$ cat src/design/ctt_pkg.sv
// ----------------------------------------------------------------------------
// ctt_pkg: shared types and constants of the config text tokenizer
// Lexer modes, result kinds, character codes and the result beat layout.
// ----------------------------------------------------------------------------
package ctt_pkg;

	// field widths
	localparam int BYTE_W       = 8;
	localparam int KIND_W       = 3;
	localparam int OUT_POS_W    = 16;
	localparam int POS_BITS_DEF = 16;

	// result queue geometry
	localparam int RES_DEPTH = 4;
	localparam int RES_PTR_W = 2;
	localparam int RES_CNT_W = 3;

	// character codes
	localparam logic [BYTE_W-1:0] CH_SEMI    = 8'h3B;
	localparam logic [BYTE_W-1:0] CH_LBRACE  = 8'h7B;
	localparam logic [BYTE_W-1:0] CH_RBRACE  = 8'h7D;
	localparam logic [BYTE_W-1:0] CH_HASH    = 8'h23;
	localparam logic [BYTE_W-1:0] CH_DQUOTE  = 8'h22;
	localparam logic [BYTE_W-1:0] CH_SQUOTE  = 8'h27;
	localparam logic [BYTE_W-1:0] CH_NL      = 8'h0A;
	localparam logic [BYTE_W-1:0] CH_SPACE   = 8'h20;
	localparam logic [BYTE_W-1:0] CH_TAB     = 8'h09;
	localparam logic [BYTE_W-1:0] CH_CR      = 8'h0D;
	localparam logic [BYTE_W-1:0] CH_PRT_LO  = 8'h21;
	localparam logic [BYTE_W-1:0] CH_PRT_HI  = 8'h7E;

	typedef enum logic [1:0] {
		MODE_IDLE    = 2'd0,
		MODE_NAME    = 2'd1,
		MODE_COMMENT = 2'd2,
		MODE_STRING  = 2'd3
	} mode_t;

	typedef enum logic [KIND_W-1:0] {
		KIND_NAME_CHAR   = 3'd0,
		KIND_NAME_END    = 3'd1,
		KIND_BLOCK_START = 3'd2,
		KIND_BLOCK_END   = 3'd3,
		KIND_STMT_END    = 3'd4,
		KIND_INPUT_END   = 3'd5,
		KIND_AFTER_END   = 3'd6
	} kind_t;

	typedef struct packed {
		kind_t                  kind;
		logic [BYTE_W-1:0]      data;
		logic [OUT_POS_W-1:0]   row;
		logic [OUT_POS_W-1:0]   col;
		logic                   last;
	} result_t;

endpackage

$ cat src/design/ctt_if.sv
// ----------------------------------------------------------------------------
// ctt_if: valid/ready channels of the config text tokenizer
// Input byte channel and result channel, each with source and sink modports.
// ----------------------------------------------------------------------------
interface ctt_in_if;
	logic                         valid;
	logic                         ready;
	logic [ctt_pkg::BYTE_W-1:0]   in_byte;
	logic                         in_end;

	modport source (output valid, output in_byte, output in_end, input ready);
	modport sink   (input valid, input in_byte, input in_end, output ready);
endinterface

interface ctt_out_if;
	logic                           valid;
	logic                           ready;
	logic [ctt_pkg::KIND_W-1:0]     kind;
	logic [ctt_pkg::BYTE_W-1:0]     out_byte;
	logic [ctt_pkg::OUT_POS_W-1:0]  row;
	logic [ctt_pkg::OUT_POS_W-1:0]  col;
	logic                           last;

	modport source (output valid, output kind, output out_byte, output row, output col,
		output last, input ready);
	modport sink   (input valid, input kind, input out_byte, input row, input col,
		input last, output ready);
endinterface

$ cat src/design/ctt_res_fifo.sv
// ----------------------------------------------------------------------------
// ctt_res_fifo: small result queue
// Takes zero, one or two result beats per cycle and hands out one per cycle while pop is high.
// ----------------------------------------------------------------------------
module ctt_res_fifo (
	input  logic                           clk,
	input  logic                           arst_n,
	input  logic [1:0]                     push_n,
	input  ctt_pkg::result_t               push_a,
	input  ctt_pkg::result_t               push_b,
	input  logic                           pop,
	output logic                           head_valid,
	output ctt_pkg::result_t               head,
	output logic [ctt_pkg::RES_CNT_W-1:0]  level
);

	ctt_pkg::result_t                 entry_q [ctt_pkg::RES_DEPTH];
	logic [ctt_pkg::RES_PTR_W-1:0]    wr_ptr_q;
	logic [ctt_pkg::RES_PTR_W-1:0]    rd_ptr_q;
	logic [ctt_pkg::RES_CNT_W-1:0]    cnt_q;
	logic [ctt_pkg::RES_PTR_W-1:0]    wr_ptr_nx;
	logic                             do_pop;

	assign do_pop    = pop && (cnt_q != '0);
	assign wr_ptr_nx = wr_ptr_q + ctt_pkg::RES_PTR_W'(1);

	// pointers and fill count
	always_ff @(posedge clk or negedge arst_n) begin
		if (!arst_n) begin
			wr_ptr_q <= '0;
			rd_ptr_q <= '0;
			cnt_q    <= '0;
		end else begin
			wr_ptr_q <= wr_ptr_q + ctt_pkg::RES_PTR_W'(push_n);
			if (do_pop) begin
				rd_ptr_q <= rd_ptr_q + ctt_pkg::RES_PTR_W'(1);
			end
			cnt_q <= cnt_q + ctt_pkg::RES_CNT_W'(push_n) - ctt_pkg::RES_CNT_W'(do_pop);
		end
	end

	// entry storage
	always_ff @(posedge clk) begin
		if (push_n != 2'd0) begin
			entry_q[wr_ptr_q] <= push_a;
		end
		if (push_n == 2'd2) begin
			entry_q[wr_ptr_nx] <= push_b;
		end
	end

	assign head_valid = (cnt_q != '0);
	assign head       = entry_q[rd_ptr_q];
	assign level      = cnt_q;

endmodule

$ cat src/design/config_text_tokenizer.sv
// ----------------------------------------------------------------------------
// config_text_tokenizer: streaming lexer for configuration text
// Splits a byte stream into name characters, name ends, braces, statement
// ends, end-of-input and after-end marks, each tagged with its row and column.
// ----------------------------------------------------------------------------
// Path: a byte is registered in the input stage, then its results in the queue.
// Throughput: one byte per cycle while each byte gives at most one result and
//   the result port is not stalled; a byte with two results needs two beats
//   of the single result port, which drains the 4-entry result queue.
// Reset: arst_n clears lexer mode, quote, counters (row and col to 1), the
//   end flag, the input stage and the result queue at once.
module config_text_tokenizer #(
	parameter int POS_BITS = ctt_pkg::POS_BITS_DEF
) (
	input  logic           clk,
	input  logic           arst_n,
	ctt_in_if.sink         in_ch,
	ctt_out_if.source      out_ch
);

	localparam int EXT_W = (POS_BITS > ctt_pkg::OUT_POS_W) ? POS_BITS : ctt_pkg::OUT_POS_W;

	// input stage
	logic                          valid_s1;
	logic [ctt_pkg::BYTE_W-1:0]    byte_s1;
	logic                          end_s1;

	// lexer state
	ctt_pkg::mode_t                mode_q;
	logic [ctt_pkg::BYTE_W-1:0]    quote_q;
	logic [POS_BITS-1:0]           row_q;
	logic [POS_BITS-1:0]           col_q;
	logic                          ended_q;

	ctt_pkg::mode_t                mode_nx;
	logic [ctt_pkg::BYTE_W-1:0]    quote_nx;
	logic                          ended_nx;
	logic [POS_BITS-1:0]           row_post;
	logic [POS_BITS-1:0]           col_post;
	logic                          adv;

	// slot a: position before the byte, slot b: position after it
	logic                          a_v;
	logic                          b_v;
	ctt_pkg::kind_t                b_kind;
	logic [ctt_pkg::BYTE_W-1:0]    b_data;
	ctt_pkg::result_t              res_a;
	ctt_pkg::result_t              res_b;
	ctt_pkg::result_t              push_a;
	ctt_pkg::result_t              push_b;
	logic [1:0]                    push_n;

	logic                          proc;
	logic                          in_fire;
	logic                          is_space;
	logic                          is_ident;
	logic [ctt_pkg::RES_CNT_W-1:0] level;
	logic                          head_valid;
	ctt_pkg::result_t              head;

	function automatic logic [ctt_pkg::OUT_POS_W-1:0] sat_pos(input logic [POS_BITS-1:0] v);
		logic [EXT_W-1:0] ext;
		ext = EXT_W'(v);
		if (ext > EXT_W'({ctt_pkg::OUT_POS_W{1'b1}})) begin
			return {ctt_pkg::OUT_POS_W{1'b1}};
		end
		return ext[ctt_pkg::OUT_POS_W-1:0];
	endfunction

	// input handshake: the stage moves on when the queue has room for two beats
	assign proc        = valid_s1 && (level <= ctt_pkg::RES_CNT_W'(ctt_pkg::RES_DEPTH - 2));
	assign in_ch.ready = !valid_s1 || proc;
	assign in_fire     = in_ch.valid && in_ch.ready;

	always_ff @(posedge clk or negedge arst_n) begin
		if (!arst_n) begin
			valid_s1 <= 1'b0;
		end else if (in_fire) begin
			valid_s1 <= 1'b1;
		end else if (proc) begin
			valid_s1 <= 1'b0;
		end
	end

	always_ff @(posedge clk) begin
		if (in_fire) begin
			byte_s1 <= in_ch.in_byte;
			end_s1  <= in_ch.in_end;
		end
	end

	// byte classes
	assign is_space = (byte_s1 == ctt_pkg::CH_SPACE) ||
		(byte_s1 >= ctt_pkg::CH_TAB && byte_s1 <= ctt_pkg::CH_CR);
	assign is_ident = (byte_s1 >= ctt_pkg::CH_PRT_LO) && (byte_s1 <= ctt_pkg::CH_PRT_HI) &&
		!(byte_s1 inside {ctt_pkg::CH_SEMI, ctt_pkg::CH_LBRACE, ctt_pkg::CH_RBRACE,
			ctt_pkg::CH_SQUOTE, ctt_pkg::CH_DQUOTE, ctt_pkg::CH_HASH});

	// saturating row and column after the byte
	assign adv = !ended_q && !end_s1;
	always_comb begin
		row_post = row_q;
		col_post = col_q;
		if (adv) begin
			if (byte_s1 == ctt_pkg::CH_NL) begin
				if (row_q != '1) begin
					row_post = row_q + POS_BITS'(1);
				end
				col_post = POS_BITS'(1);
			end else if (col_q != '1) begin
				col_post = col_q + POS_BITS'(1);
			end
		end
	end

	// lexer decisions for the byte in the input stage
	always_comb begin
		mode_nx  = mode_q;
		quote_nx = quote_q;
		ended_nx = ended_q;
		a_v      = 1'b0;
		b_v      = 1'b0;
		b_kind   = ctt_pkg::KIND_NAME_CHAR;
		b_data   = '0;
		if (ended_q) begin
			b_v    = 1'b1;
			b_kind = ctt_pkg::KIND_AFTER_END;
		end else if (end_s1) begin
			a_v      = (mode_q == ctt_pkg::MODE_NAME) || (mode_q == ctt_pkg::MODE_STRING);
			b_v      = 1'b1;
			b_kind   = ctt_pkg::KIND_INPUT_END;
			mode_nx  = ctt_pkg::MODE_IDLE;
			quote_nx = '0;
			ended_nx = 1'b1;
		end else if (mode_q == ctt_pkg::MODE_COMMENT) begin
			if (byte_s1 == ctt_pkg::CH_NL) begin
				mode_nx = ctt_pkg::MODE_IDLE;
			end
		end else if (mode_q == ctt_pkg::MODE_STRING) begin
			b_v = 1'b1;
			if (byte_s1 == quote_q || byte_s1 == ctt_pkg::CH_NL) begin
				b_kind   = ctt_pkg::KIND_NAME_END;
				mode_nx  = ctt_pkg::MODE_IDLE;
				quote_nx = '0;
			end else begin
				b_data = byte_s1;
			end
		end else if (mode_q == ctt_pkg::MODE_NAME && is_ident) begin
			b_v    = 1'b1;
			b_data = byte_s1;
		end else begin
			// name ends first if one is open, then the byte is taken as in idle mode
			a_v     = (mode_q == ctt_pkg::MODE_NAME);
			mode_nx = ctt_pkg::MODE_IDLE;
			if (is_space) begin
				mode_nx = ctt_pkg::MODE_IDLE;
			end else if (byte_s1 == ctt_pkg::CH_HASH) begin
				mode_nx = ctt_pkg::MODE_COMMENT;
			end else if (is_ident) begin
				b_v     = 1'b1;
				b_data  = byte_s1;
				mode_nx = ctt_pkg::MODE_NAME;
			end else if (byte_s1 == ctt_pkg::CH_SQUOTE || byte_s1 == ctt_pkg::CH_DQUOTE) begin
				quote_nx = byte_s1;
				mode_nx  = ctt_pkg::MODE_STRING;
			end else if (byte_s1 == ctt_pkg::CH_LBRACE) begin
				b_v    = 1'b1;
				b_kind = ctt_pkg::KIND_BLOCK_START;
			end else if (byte_s1 == ctt_pkg::CH_RBRACE) begin
				b_v    = 1'b1;
				b_kind = ctt_pkg::KIND_BLOCK_END;
			end else if (byte_s1 == ctt_pkg::CH_SEMI) begin
				b_v    = 1'b1;
				b_kind = ctt_pkg::KIND_STMT_END;
			end
		end
	end

	// result beats, packed to the front of the queue
	always_comb begin
		res_a.kind = ctt_pkg::KIND_NAME_END;
		res_a.data = '0;
		res_a.row  = sat_pos(row_q);
		res_a.col  = sat_pos(col_q);
		res_a.last = !b_v;
		res_b.kind = b_kind;
		res_b.data = b_data;
		res_b.row  = sat_pos(row_post);
		res_b.col  = sat_pos(col_post);
		res_b.last = 1'b1;
		push_a     = a_v ? res_a : res_b;
		push_b     = res_b;
		push_n     = proc ? (2'(a_v) + 2'(b_v)) : 2'd0;
	end

	// state registers
	always_ff @(posedge clk or negedge arst_n) begin
		if (!arst_n) begin
			mode_q  <= ctt_pkg::MODE_IDLE;
			quote_q <= '0;
			row_q   <= POS_BITS'(1);
			col_q   <= POS_BITS'(1);
			ended_q <= 1'b0;
		end else if (proc) begin
			mode_q  <= mode_nx;
			quote_q <= quote_nx;
			row_q   <= row_post;
			col_q   <= col_post;
			ended_q <= ended_nx;
		end
	end

	ctt_res_fifo u_res_fifo (
		.clk        (clk),
		.arst_n     (arst_n),
		.push_n     (push_n),
		.push_a     (push_a),
		.push_b     (push_b),
		.pop        (out_ch.ready),
		.head_valid (head_valid),
		.head       (head),
		.level      (level)
	);

	// result port
	assign out_ch.valid    = head_valid;
	assign out_ch.kind     = head.kind;
	assign out_ch.out_byte = head.data;
	assign out_ch.row      = head.row;
	assign out_ch.col      = head.col;
	assign out_ch.last     = head.last;

endmodule

$ cat src/flat_wrapper.sv
// flat-port wrapper written by rule: the top's interface ports become plain ports
module config_text_tokenizer_flat 
#(
	parameter int POS_BITS = ctt_pkg::POS_BITS_DEF
)
  (clk, arst_n, in_ch_valid, in_ch_in_byte, in_ch_in_end, in_ch_ready, out_ch_valid, out_ch_kind, out_ch_out_byte, out_ch_row, out_ch_col, out_ch_last, out_ch_ready);
  ctt_in_if in_ch_i ();
  ctt_out_if out_ch_i ();
  input  logic clk;
  input  logic arst_n;
  input wire logic [$bits(in_ch_i.valid)-1:0] in_ch_valid;
  input wire logic [$bits(in_ch_i.in_byte)-1:0] in_ch_in_byte;
  input wire logic [$bits(in_ch_i.in_end)-1:0] in_ch_in_end;
  output wire logic [$bits(in_ch_i.ready)-1:0] in_ch_ready;
  output wire logic [$bits(out_ch_i.valid)-1:0] out_ch_valid;
  output wire logic [$bits(out_ch_i.kind)-1:0] out_ch_kind;
  output wire logic [$bits(out_ch_i.out_byte)-1:0] out_ch_out_byte;
  output wire logic [$bits(out_ch_i.row)-1:0] out_ch_row;
  output wire logic [$bits(out_ch_i.col)-1:0] out_ch_col;
  output wire logic [$bits(out_ch_i.last)-1:0] out_ch_last;
  input wire logic [$bits(out_ch_i.ready)-1:0] out_ch_ready;
  assign in_ch_i.valid = in_ch_valid;
  assign in_ch_i.in_byte = in_ch_in_byte;
  assign in_ch_i.in_end = in_ch_in_end;
  assign in_ch_ready = in_ch_i.ready;
  assign out_ch_valid = out_ch_i.valid;
  assign out_ch_kind = out_ch_i.kind;
  assign out_ch_out_byte = out_ch_i.out_byte;
  assign out_ch_row = out_ch_i.row;
  assign out_ch_col = out_ch_i.col;
  assign out_ch_last = out_ch_i.last;
  assign out_ch_i.ready = out_ch_ready;
  config_text_tokenizer #(.POS_BITS(POS_BITS)) u_core (.clk(clk), .arst_n(arst_n), .in_ch(in_ch_i), .out_ch(out_ch_i));
endmodule
$ cat config.mk
export PLATFORM = sky130hd
export DESIGN_NAME = config_text_tokenizer_flat
export DESIGN_NICKNAME = d
export VERILOG_FILES = /design/src/design/ctt_pkg.sv /design/src/design/ctt_if.sv /design/src/design/ctt_res_fifo.sv /design/src/design/config_text_tokenizer.sv /design/src/flat_wrapper.sv
export SDC_FILE = /design/constraint.sdc
export NUM_CORES = 1
export LEC_CHECK = 0
export BUFFER_PORTS_ARGS = -buffer_cell sky130_fd_sc_hd__clkbuf_2
export CORE_ASPECT_RATIO = 0.7
export CORE_MARGIN = 3
export CORE_UTILIZATION = 60
export CTS_CLUSTER_DIAMETER = 60
export CTS_CLUSTER_SIZE = 28
export DETAILED_ROUTE_END_ITERATION = 8
export PLACE_DENSITY = 0.78
export SLEW_MARGIN = 25
export SYNTH_ARGS = -nofsm -noshare
export SYNTH_HDL_FRONTEND = slang
export SYNTH_SLANG_ARGS = --single-unit
$ cat constraint.sdc
create_clock -name clk -period 9.2 [get_ports clk]
set_input_delay 0.92 -clock clk [delete_from_list [all_inputs] [get_ports clk]]
set_output_delay 0.92 -clock clk [all_outputs]
set_load 0.02 [all_outputs]
==> impl_results.md <==
- Status: finished clean
- Post-cts sizing count: 0
- Drt first-iter violations: 1124
- Synth cell types: 79
- Register area share after synthesis: 55.7%
- Data arrival, critical path: 4540 ps
- Clk_skew: 26.5 ps
- Postcts setup bufs: 0
- Crit path max fanout: 44
- Top Ports: 59
- Fmax: 0.219 GHz
- Avg Vias per Cell: 6.74
- EDFF count, synth: 181
- RSZ-0062 raised after global routing: false
- Leakage: 4.79 nW
- Most common cell after layout, fill and taps aside: edfxtp_1
- Die extent in x: 176 um
- Fin Hold WS: 481 ps
- Die Height: 125 um
- Actual slew at the worst max-slew pin: 1020 ps
- # setup viols final: 0
- #FFs+latches synth: 236
- Fill count: 1423
- Drt pass-1 iters: 8
- Htree depth: 1
- Syn nets: 1044
- DRT Wirelength: 30.2 mm
- DP HPWL: 19.2 mm
- Cells after Synth: 1023
- CTS Buf Count: 15
- Critical path origin: u_core.byte_s1[7]
- Largest net degree at the start of global routing: 52
- Post-synth top area cell: edfxtp_1
- Worst-path clk slew: 100 ps
- Synth-to-Final Area Change: 7.44%
- Post-layout min period: 4570 ps
- Root buf cell: clkbuf_16
- Reg-to-Reg Start: u_core.byte_s1[7]
- Antenna cells: 0
- Final Slew Violations: 0
- Total gr overflow: 0
- Worst vdd ir: 0.000288 V
- Pwr dens: 257 nW/um2
- Worst Path Class, Setup: reg -> reg
- Maximum buffer depth of the clock tree: 3
- DR DRC count: 0
- Starting Density: 62.9%
- Avg Inst Size Synth: 11.9 um2
- Setup TNS: 0 ps
- Warnings, synthesis: 0
- Post-synth top flop: edfxtp_1
- Maxcap violations: 0
- Average wire per standard cell: 23.3 um
- FFs w/ async S/R, synth: 21.6%
- Slew headroom: 31.9%
- Total clock sinks: 236
- Most frequent cells in the layout: edfxtp_1, nand2_1, nor2_1
- Final instance area: 13100 um2
- Number of global-route vias before repair: 8392
- RR Endpoint: u_core.u_res_fifo.entry_q[0][10]
- Worst Setup EP: u_core.u_res_fifo.entry_q[0][10]
- Post-DP Area: 12500 um2
- Core area: 19400 um2
- GRT Total Usage: 27.6%
- GPL Wtd Cong: 0.888
- Worst-case reg-to-reg path depth: 9
- Hold Violations, Final: 0
- Layout cells sized above 1: 18.0%
- Cell Rows: 42
- Reg2reg setup slack: 4630 ps
- Ranking of synthesized cells by area: edfxtp_1, dfrtp_1, mux4_2, nand2_1, a22o_1
- DIE AREA: 22100 um2
- Hold crit path type: reg -> reg
- Via count: 8710
- CTS tree: built
- Nets: 1041
- Number of antenna violations at the first check in global routing: 0
- Period utilization: 49.6%
- Worst-Skew Late Latency: 510 ps
- # hold bufs at CTS: 0
- CP endpoint kind: flop
- First-pass GRT wire length: 48.0 mm
- Mapped cell area: 12200 um2
- Port Buffers: 58
- Critical path launch point type: flop
- CP required: 9170 ps
- Top cell type's share of synthesized area: 44.6%
- Post-DRT Antenna Nets: 0
power breakdown:
part / internal, mW / switching, mW / leakage, nW
registers: 1.34 / 0.0993 / 2.48
logic: 0.408 / 0.757 / 2.04
clock network: 0.368 / 0.396 / 0.264
registers in the layout (all words and copies together) (netlist names):
signal,flops
u_core.mode_q,2
u_core.valid_s1,1
u_core.row_q,16
u_core.end_s1,1
u_core.ended_q,1
u_core.byte_s1,8
u_core.quote_q,8
u_core.u_res_fifo.rd_ptr_q,2
u_core.u_res_fifo.entry_q,176
u_core.col_q,16
u_core.u_res_fifo.wr_ptr_q,2
u_core.u_res_fifo.level,3
final cells by class:
type                       instances  area, um2  area share (%)
sequential                       236       6800            51.9
clock inverter                    10        139            1.06
tap                              264        330            2.52
inverter                          19       72.6           0.554
timing repair buffer              75        430            3.29
multi-input combinational        673       4930            37.6
clock buffer                      16        400            3.06
cells by family (layout without fill, tap and decap cells):
| logic type | count (synthesis) | count (layout) | synth area share, % |
|---|---|---|---|
| AND/OR/NAND/NOR | 339 | 339 | 13.3 |
| AO/OA/AOI/OAI | 239 | 239 | 14.7 |
| flip-flops | 236 | 236 | 55.7 |
| buffers and inverters | 114 | 120 | 4.06 |
| multiplexers | 53 | 53 | 8.96 |
| XOR/XNOR | 34 | 34 | 2.44 |
| adder cells (fa/ha/maj) | 8 | 8 | 0.882 |
per-layer routing:
metal / global-route usage (%) / up-vias / share of wire, %
met5: 0 / - / 0
met4: 6.19 / 0 / 1.8
met3: 5.48 / 41 / 11
met2: 39.5 / 507 / 43
met1: 44.2 / 4276 / 44
li1: - / 3886 / -
stage by stage:
step | instances | worst slack, ps | utilization, % | total power, mW
6_report | 1293 | 4630 | 67.6 | 3.37
5_1_grt | 1293 | 4410 | 67.6 | 3.51
4_1_cts | 1292 | 4850 | 67.5 | 3.37
3_5_place_dp | 1266 | 4850 | 64.7 | 2.62
3_3_place_gp | 1266 | 4970 | 64.6 | 2.59
2_1_floorplan | 1023 | 4330 | - | 2.26
critical path, stage by stage (launching register included):
cell and delay, ps:
edfxtp_1 580, nor4b_4 500, o211ai_4 170, and4_4 260, a21oi_1 260, ha_1 340
o21bai_1 390, o21ai_0 130, nand2_1 490, clkinv_2 890
Yosys cell counts (all sizes together), types with 16 or more instances:
| master | instances |
|---|---|
| inv | 18 |
| dfrtp | 49 |
| o21ai | 59 |
| a22o | 52 |
| o211ai | 16 |
| xnor2 | 17 |
| nand2 | 122 |
| clkbuf | 56 |
| edfxtp | 181 |
| mux4 | 44 |
| and3 | 16 |
| nand3 | 22 |
| a21oi | 24 |
| xor2 | 17 |
| nor3 | 42 |
| a221o | 23 |
| buf | 39 |
| nor2 | 80 |
how the worst min path moves through the flow:
stage	from	to	slack [ps]	cells after the start
floorplan	u_core.u_res_fifo.entry_q[3][0]	u_core.u_res_fifo.entry_q[3][0]	430	1
global placement	u_core.u_res_fifo.entry_q[1][0]	u_core.u_res_fifo.entry_q[1][0]	450	1
detailed placement	u_core.u_res_fifo.entry_q[3][0]	u_core.u_res_fifo.entry_q[3][0]	450	1
CTS	u_core.u_res_fifo.entry_q[3][0]	u_core.u_res_fifo.entry_q[3][0]	480	1
global route	u_core.u_res_fifo.entry_q[0][0]	u_core.u_res_fifo.entry_q[0][0]	510	1
finish	u_core.u_res_fifo.entry_q[3][0]	u_core.u_res_fifo.entry_q[3][0]	480	1
Note: power is estimated with default switching activity, not from simulation.
